### config.mk
export PLATFORM = sky130hd
export DESIGN_NAME = lpe_step_unit
export DESIGN_NICKNAME = d
export VERILOG_FILES = /design/src/sv/lpe_pkg.sv /design/src/sv/lpe_div_cell.sv /design/src/sv/lpe_step_unit.sv
export SDC_FILE = /design/constraint.sdc
export NUM_CORES = 2
export LEC_CHECK = 0
export BUFFER_PORTS_ARGS = -buffer_cell sky130_fd_sc_hd__buf_2
export CAP_MARGIN = 20
export CORE_MARGIN = 2
export CORE_UTILIZATION = 50
export DETAILED_ROUTE_END_ITERATION = 10
export MAX_ROUTING_LAYER = met4
export PLACE_DENSITY = 0.66
export SYNTH_ARGS = -nofsm -noshare
export SYNTH_HDL_FRONTEND = slang
export SYNTH_SLANG_ARGS = --single-unit
### constraint.sdc
create_clock -name clk -period 82.3 [get_ports clk]
set_input_delay 16.46 -clock clk [delete_from_list [all_inputs] [get_ports clk]]
set_output_delay 16.46 -clock clk [all_outputs]
set_load 0.005 [all_outputs]
### src/sv/lpe_pkg.sv
// ---------------------------------------------------------------------------
// lpe_pkg - shared types and constants for the lagrange evaluator
// Node store depth, field widths and the status codes.
// ---------------------------------------------------------------------------
package lpe_pkg;

  localparam int MaxNodes  = 8;
  localparam int IdxW      = $clog2(MaxNodes);
  localparam int TermW     = 60;
  localparam int ProdW     = 93;   // 60 x 33 magnitude product
  localparam int DivW      = 96;   // dividend width, shifted up by one
  localparam int CntW      = 7;
  localparam int DivCells  = 4;    // division cells walked per cycle
  localparam int DivPasses = DivW / DivCells;

  localparam logic [TermW-2:0] TermLimit = '1;

  typedef enum logic [1:0] {
    ST_OK  = 2'd0,
    ST_DUP = 2'd1,
    ST_OVF = 2'd2
  } status_t;

  typedef enum logic {
    CMD_LOAD = 1'b0,
    CMD_EVAL = 1'b1
  } cmd_t;

  // step request handed from the sequencer to the step unit
  typedef struct packed {
    logic                 start;
    logic signed [TermW-1:0] t;
    logic signed [32:0]   num;
    logic signed [32:0]   den;
  } step_req_t;

  typedef struct packed {
    logic                 done;
    logic                 sat;
    logic signed [TermW-1:0] t;
  } step_rsp_t;

endpackage

### src/sv/lpe_div_cell.sv
// ---------------------------------------------------------------------------
// lpe_div_cell - one restoring-division cell
// Takes partial remainder and quotient from its left neighbour, shifts in one
// dividend bit, compares against the doubled divisor and passes on.
// ---------------------------------------------------------------------------
module lpe_div_cell (
  input  logic [lpe_pkg::DivW-1:0]  rem_in,
  input  logic [lpe_pkg::DivW-1:0]  quo_in,
  input  logic [lpe_pkg::DivW-1:0]  dvd_in,
  input  logic [lpe_pkg::DivW-1:0]  dd,
  output logic [lpe_pkg::DivW-1:0]  rem_out,
  output logic [lpe_pkg::DivW-1:0]  quo_out,
  output logic [lpe_pkg::DivW-1:0]  dvd_out
);

  logic [lpe_pkg::DivW-1:0] sh;
  logic                     ge;

  // shift in next dividend bit and trial subtract
  always_comb begin
    sh      = {rem_in[lpe_pkg::DivW-2:0], dvd_in[lpe_pkg::DivW-1]};
    ge      = (sh >= dd);
    rem_out = ge ? sh - dd : sh;
    quo_out = {quo_in[lpe_pkg::DivW-2:0], ge};
    dvd_out = {dvd_in[lpe_pkg::DivW-2:0], 1'b0};
  end

endmodule

### src/sv/lpe_step_unit.sv
// ---------------------------------------------------------------------------
// lpe_step_unit - one scaling step t * num / den, rounded
// Multiplies magnitudes in 63-bit partial products, then runs a row of
// division cells over the 96-bit dividend, four cells per cycle.
// ---------------------------------------------------------------------------
module lpe_step_unit (
  input  logic               clk,
  input  logic               rst_n,
  input  lpe_pkg::step_req_t req,
  output lpe_pkg::step_rsp_t rsp
);

  typedef enum logic [3:0] {
    S_IDLE = 4'b0001,
    S_MUL  = 4'b0010,
    S_DIV  = 4'b0100,
    S_FIN  = 4'b1000
  } st_t;

  st_t st_r;
  logic [4:0]                     cnt_r;
  logic                           neg_r;
  logic [59:0]                    tmag_r;
  logic [32:0]                    nm_r;
  logic [32:0]                    dm_r;
  logic [lpe_pkg::ProdW-1:0]      prod_r;
  logic [lpe_pkg::ProdW-1:0]      prod_w;
  logic [lpe_pkg::DivW-1:0]       rem_r, quo_r, dvd_r, dd_r;
  logic [lpe_pkg::DivW-1:0]       rem_c [lpe_pkg::DivCells+1];
  logic [lpe_pkg::DivW-1:0]       quo_c [lpe_pkg::DivCells+1];
  logic [lpe_pkg::DivW-1:0]       dvd_c [lpe_pkg::DivCells+1];
  logic                           sat_w;
  logic [lpe_pkg::TermW-1:0]      qv_w;
  logic [29:0]                    thalf_w;
  logic [62:0]                    pp_w;
  logic [lpe_pkg::TermW-1:0]      tabs_w;

  assign tabs_w = req.t[lpe_pkg::TermW-1] ? -req.t : req.t;

  // magnitude product, low half of t first, then the high half shifted up by 30
  assign thalf_w = cnt_r[0] ? tmag_r[59:30] : tmag_r[29:0];
  assign pp_w    = 63'(thalf_w) * 63'(nm_r);
  assign prod_w  = prod_r + {pp_w, 30'b0};

  // chain of division cells; the last stage registers back into the first
  assign rem_c[0] = rem_r;
  assign quo_c[0] = quo_r;
  assign dvd_c[0] = dvd_r;
  for (genvar g = 0; g < lpe_pkg::DivCells; g++) begin : g_cell
    lpe_div_cell u_cell (
      .rem_in  (rem_c[g]),
      .quo_in  (quo_c[g]),
      .dvd_in  (dvd_c[g]),
      .dd      (dd_r),
      .rem_out (rem_c[g+1]),
      .quo_out (quo_c[g+1]),
      .dvd_out (dvd_c[g+1])
    );
  end

  // saturate quotient to the term bound
  assign sat_w = (quo_r[lpe_pkg::DivW-1:lpe_pkg::TermW-1] != '0);
  assign qv_w  = sat_w ? {1'b0, lpe_pkg::TermLimit} : quo_r[lpe_pkg::TermW-1:0];

  always_ff @(posedge clk) begin
    if (!rst_n) begin
      st_r     <= S_IDLE;
      cnt_r    <= '0;
      rsp.done <= 1'b0;
    end else begin
      rsp.done <= (st_r == S_FIN);
      unique case (st_r)
        S_IDLE: begin
          if (req.start) begin
            neg_r  <= req.t[lpe_pkg::TermW-1] ^ req.num[32] ^ req.den[32];
            tmag_r <= tabs_w;
            nm_r   <= req.num[32] ? -req.num : req.num;
            dm_r   <= req.den[32] ? -req.den : req.den;
            cnt_r  <= '0;
            prod_r <= '0;
            st_r   <= S_MUL;
          end
        end
        S_MUL: begin
          if (!cnt_r[0]) begin
            prod_r <= {30'b0, pp_w};
            cnt_r  <= 5'd1;
          end else begin
            prod_r <= prod_w;
            cnt_r  <= '0;
            st_r   <= S_DIV;
            rem_r  <= '0;
            quo_r  <= '0;
            dd_r   <= {62'b0, dm_r, 1'b0};
            dvd_r  <= {2'b0, prod_w, 1'b0} + {63'b0, dm_r};
          end
        end
        S_DIV: begin
          rem_r <= rem_c[lpe_pkg::DivCells];
          quo_r <= quo_c[lpe_pkg::DivCells];
          dvd_r <= dvd_c[lpe_pkg::DivCells];
          cnt_r <= cnt_r + 5'd1;
          if (cnt_r == 5'(lpe_pkg::DivPasses-1)) st_r <= S_FIN;
        end
        S_FIN: begin
          rsp.sat  <= sat_w;
          rsp.t    <= neg_r ? -qv_w : qv_w;
          st_r     <= S_IDLE;
        end
        default: st_r <= S_IDLE;
      endcase
    end
  end

  // a finished step is reported only from the final state
  assert property (@(posedge clk) disable iff (!rst_n)
    rsp.done |-> $past(st_r) == S_FIN) else $error("step done out of order");
  assert property (@(posedge clk) disable iff (!rst_n)
    (st_r == S_DIV) |-> dd_r != '0 || dm_r == '0) else $error("divisor lost");
  assert property (@(posedge clk) disable iff (!rst_n)
    (st_r == S_DIV) |=> (st_r == S_DIV || st_r == S_FIN)) else $error("bad div exit");

endmodule

-- Yosys cells after proc, flatten, opt, wreduce, memory -nomap -nowiden
Index checks and enable logic that the tools add are counted.
- shift-type cells: 0
- multiplexer cells: 25
- equality and inequality tests: 8
- reduce and logical (&&, ||, !) cells: 11
- magnitude comparators: 4
- bitwise gates (word level): 2
- div/mod/pow operators: 0
- $mul: 1
- add/sub/neg operators: 11
- operators with widths (kind ; count):
    $ge 96x34->1 ; 4
    $pmux 96 s2 ; 2
    $mux 95 ; 4
    $sub 95x34->95 ; 4
    $mux 96 ; 2
    $pmux 95 s2 ; 1
    $mux 93 ; 2
    $pmux 93 s2 ; 1
    $mux 60 ; 2
    $neg 60->60 ; 2
    $add 94x33->95 ; 1
    $add 93x93->93 ; 1
    $neg 33->33 ; 2
    $mux 32 ; 2
    $mul 30x33->63 ; 1
    $mux 59 ; 1
    $reduce_bool 37->1 ; 1
    $mux 30 ; 1
    $pmux 5 s3 ; 1
    $reduce_and 3->1 ; 5
    $mux 4 ; 3
    $pmux 4 s3 ; 1
    $ne 2x2->1 const B ; 3
    $add 5x1->5 const B ; 1
    other kinds (11) ; 14
- register bits: 611
- input port bits: 129
- latch bits: 0
- bits in read-only memories: 0
- RAM bits: 0
- logic and storage cells: 79
- output and inout port bits: 62
- memories: 0

-- Depth between registers and ports, before layout
- depth after elaboration: 9
- mapped depth: 92

-- Hierarchy
From an unflattened synthesis, not the netlist that was laid out.
- cell total of the unflattened synthesis: 12261
- area total of the unflattened synthesis: 100680.3 um^2
- by module, submodules not included (module ; cells an instance ; area each (um^2) ; seq. area each (um^2) ; times used):
    lpe_step_unit ; 6669 ; 65631.7 ; 18277.5 ; 1
    lpe_div_cell ; 1398 ; 8762.2 ; 0.0 ; 4

-- Least setup slack after synthesis
Ideal clock, no wire load.
- path type: input -> register
- start point: in rst_n
- end point: reg dvd_r[0] in the netlist's numbering, enable pin
- arrival: 37.330 ns
- buffers on the path: 1
- stages on the path: 2
- setup time: 1.371 ns
- path slack: 43.599 ns
- cells stage by stage: clkbuf_1 a21boi_0
- cells in the longest elaborated chain, start to end: 1
- ends and longest elaborated chain (what ; line ; source):
    start, declared ; lpe_step_unit.sv:8 ; input logic rst_n,
    $reduce_and 3->1 (no source line) ; - ;
    end signal, assigned ; lpe_step_unit.sv:95 ; dvd_r <= {2'b0, prod_w, 1'b0} + {63'b0, dm_r};
    end signal, assigned ; lpe_step_unit.sv:101 ; dvd_r <= dvd_c[lpe_pkg::DivCells];
    end, declared ; lpe_step_unit.sv:28 ; logic [lpe_pkg::DivW-1:0] rem_r, quo_r, dvd_r, dd_r;
Every way passes these cells.
A chain may end at the register's enable or synchronous reset.

-- Worst setup path after layout
- start point: reg dd_r[2] in the netlist's numbering
- end point: reg rem_r[9] in the netlist's numbering (data pin)
- cells in the longest elaborated chain, start to end: 9
- elaborated cells between the ends (all ways): 13
- those cells by class: 4 x add/sub; 4 x order compare; 5 x mux
- ends and longest elaborated chain (what ; line ; source):
    start, declared ; lpe_step_unit.sv:28 ;
    start signal, assigned ; lpe_step_unit.sv:94 ; dd_r <= {62'b0, dm_r, 1'b0};
    $sub 95x34->95 / $ge 96x34->1 (equally long branches) ; lpe_div_cell.sv:23, lpe_div_cell.sv:22 ;
    $mux 95 ; lpe_div_cell.sv:23 ; rem_out = ge ? sh - dd : sh;
    $sub 95x34->95 / $ge 96x34->1 (equally long branches) ; lpe_div_cell.sv:23, lpe_div_cell.sv:22 ;
    $mux 95 ; lpe_div_cell.sv:23 ;
    $sub 95x34->95 / $ge 96x34->1 (equally long branches) ; lpe_div_cell.sv:23, lpe_div_cell.sv:22 ;
    $mux 95 ; lpe_div_cell.sv:23 ;
    $sub 95x34->95 / $ge 96x34->1 (equally long branches) ; lpe_div_cell.sv:23, lpe_div_cell.sv:22 ;
    $mux 95 * ; lpe_div_cell.sv:23 ;
    $pmux 95 s2 * ; lpe_step_unit.sv:72 ; unique case (st_r)
    end signal, assigned ; lpe_step_unit.sv:99 ; rem_r <= rem_c[lpe_pkg::DivCells];
    end, declared ; lpe_step_unit.sv:28 ;
Every way passes the cells marked *; elsewhere a longest branch is shown, timed or not.

==> summary.md <==
| Metric | Value |
|---|---|
| Gr usage total | between 30% and 40% |
| TritonCTS clock tree | yes |
| Overflow after GRT | 0 |
| Routed Antenna Nets | 0 |
| DP HPWL | approximately 180 mm |
| Post-synthesis cell type count | 117 |
| DRT Pass-1 Iters | 6 |
| RSZ-0062 raised after global routing | false |
| Setup TNS | 0 ns |
| Most frequent cell after synthesis | nand2_1 |
| Post-CTS sizing | 0 |
| Area Overhead vs Synth | 6.93% |
| Sequential element share of the synthesized area | between 20% and 30% |
| First-pass GRT wire length | 365 mm |
| Worst Path Max Fanout | 57 |
| Die span in x | 399 um |
| Sink Count | 611 |
| Critical Path Sink Type | flop |
| Port Buffer Count | between 150 and 200 |
| Largest net degree at the start of global routing | between 200 and 300 |
| Fin. max-slew vios | 0 |
| I/O Pins | approximately 190 |
| Top_reg_cell synth | edfxtp_1 |
| Hold Violations, Final | 0 |
| Routed vias | around 64000 |
| Worst hold path type | reg2reg |
| Routed wire length | 233 mm |
| Slew @ Worst Pin | 1.11 ns |
| Share of layout cells above drive strength 1 | 6.34% |
| Asr flop ratio synth | 0% |
| Vias per cell | around 5.9 |
| Synth area leader | edfxtp_1 |
| Share of the synthesized area in the top cell type | 23.1% |
| Number of post-CTS setup repair buffers | 0 |
| Worst Skew | ~0.055 ns |
| DRC viols | 0 |
| CP Data Arrival Time | between 20 and 25 ns |
| Initial drt markers | between 5000 and 6000 |
| Fmax | 0.0469 GHz |
| Setup CP Type | reg2reg |
| Die area | 0.159 mm2 |
| Maxcap violations | 0 |
| Core box area | between 0.15 and 0.2 mm2 |
| Vias in the first global route | approximately 64000 |
| Antenna violations before repair | 9 |
| CP Data Required Time | around 83 ns |
| Avg Synthesized Cell Area | about 9 um2 |
| Slowest cell delay on critical path | between 0.6 and 0.7 ns |
| Skew-Pair Late Insertion Delay | ~0.7 ns |
| Initial Util | between 50% and 60% |
| Commonest cells post-synth | 1248 x nand2_1, 1043 x inv_1, 870 x fa_1 |
| Synth Cell Area | 0.0781 mm2 |
| CTS Buffer Depth | 3 |
| Post-layout minimum cycle time | roughly 21 ns |
| Largest cells by area after synthesis | edfxtp_1 23%, fa_1 22%, ha_1 7.7%, nand2_1 6.0%, inv_1 5.0% |
| Die height | 399 um |
| DR WL/cell | between 20 and 25 um |
| Row count | ~150 |
| Post-synth EDFFs | approximately 600 |
| Clock transition at path regs | ~0.060 ns |
| Status | completed |
| Clock Tree Root | clkbuf_16 |
| Final Cell Area | 0.0835 mm2 |
| Post-Synthesis Cells | 8713 |
| Worst rel slew slack | around 25% |
| Setup crit start kind | flop |
| Ys Warns | 0 |
| Gpl congestion | approximately 0.96 |
| Final period util | 25.9% |
| Final Net Count | roughly 10000 |
| Synth Register Bits | just over 600 |
| CTS Hold Bufs | 0 |
| Placed Area | around 0.08 mm2 |
| Crit-path slowest cell | and4b_1 |
| Syn_nets | a little over 10000 |
| Num CTS Buffers | 73 |
| H-tree levels | 3 |
| Most used cell, CP | a21oi_1 |
| Setup violators final | 0 |
## path summary, 6_finish.rpt
path / start / to / depth (start not counted) / slack [ns]
max: dd_r[2]$_DFFE_PP_ / rem_r[9]$_SDFFCE_PN0P_ / 75 / 60.99
min: cnt_r[4]$_SDFFE_PN0P_ / cnt_r[4]$_SDFFE_PN0P_ / 1 / 0.49
max reg2reg: dd_r[2]$_DFFE_PP_ / rem_r[9]$_SDFFCE_PN0P_ / 75 / 60.99
min reg2reg: cnt_r[4]$_SDFFE_PN0P_ / cnt_r[4]$_SDFFE_PN0P_ / 1 / 0.49
## area by class of cell
cell class / instances / area [um2]
well taps: 2058 / 2570
clock inverters: 44 / 561
clock buffers: 88 / 1900
fillers: 14200 / 72200
inverters: 1046 / 3930
multi-input cells: 6668 / 54500
flip-flops and latches: 611 / 18300
diodes: 8 / 20.0
repair buffers: 291 / 1750
## through the flow
| step | hold WS [ns] | setup slack (ns) | util (%) | cells |
|---|---|---|---|---|
| final | 0.489 | 60.99 | 53.6 | 10800 |
| after global placement | 0.451 | 61.04 | 52.0 | 10700 |
| after global routing | 0.499 | 59.44 | 53.6 | 10800 |
| after floorplan | 0.418 | 43.60 | - | 8713 |
| after CTS | 0.471 | 61.28 | 53.6 | 10800 |
| after detailed placement | 0.466 | 60.97 | 52.0 | 10700 |
## cell families after synthesis
kind of cell,share of synthesized area [%]
compound gates,11.4
simple gates,19.8
buf+inv,6.98
fa+ha+maj,30.0
xor+xnor,7.15
mux,1.23
flops,23.4
## cell usage in the layout, fill, tap and decap left out, types with 26 or more instances in the layout
cell / instances
nor4_1: 77
a211oi_1: 40
buf_4: 97
mux2i_1: 49
buf_2: 190
and2_1: 282
o31ai_1: 69
clkbuf_16: 74
or3_1: 92
or2_2: 43
o21bai_1: 34
nor2b_1: 139
o211ai_1: 30
inv_1: 1043
nand3_1: 129
nand2b_1: 80
o41ai_1: 26
a31oi_1: 38
nor2_1: 623
edfxtp_1: 601
nand4_1: 72
o21ai_0: 356
xnor2_1: 420
o21a_1: 42
nor3_1: 152
a21o_1: 123
mux2_2: 39
and3_1: 62
or4_1: 57
a21oi_1: 401
ha_1: 482
nand2_1: 1247
fa_1: 870
xor2_1: 215
## critical path: cells and delay by family (launching register included)
family | cells | cell delay, ns
AO/OA/AOI/OAI | 41 | 10.60
AND/OR/NAND/NOR | 21 | 5.73
buffers and inverters | 9 | 2.70
adder cells (fa/ha/maj) | 4 | 1.40
flip-flops | 1 | 0.50
## flip-flops by register name (all words and copies together) (netlist names)
register and count:
tmag_r 60, neg_r 1, prod_r 93, nm_r 33, cnt_r 5, dvd_r 96
dd_r 33, rem_r 95, st_r 4, rsp 62, quo_r 96, dm_r 33
## metal layers
| layer | global-route usage [%] | routed length [um] |
|---|---|---|
| met2 | 47.4 | 108000 |
| met1 | 39.7 | 97000 |
| met5 | - | 0 |
| met3 | 4.36 | 17500 |
| met4 | 12.3 | 10400 |
Power is left out: the tool's default activity adds up to more than one toggle a clock period on the data nets, which glitch-free logic cannot reach.
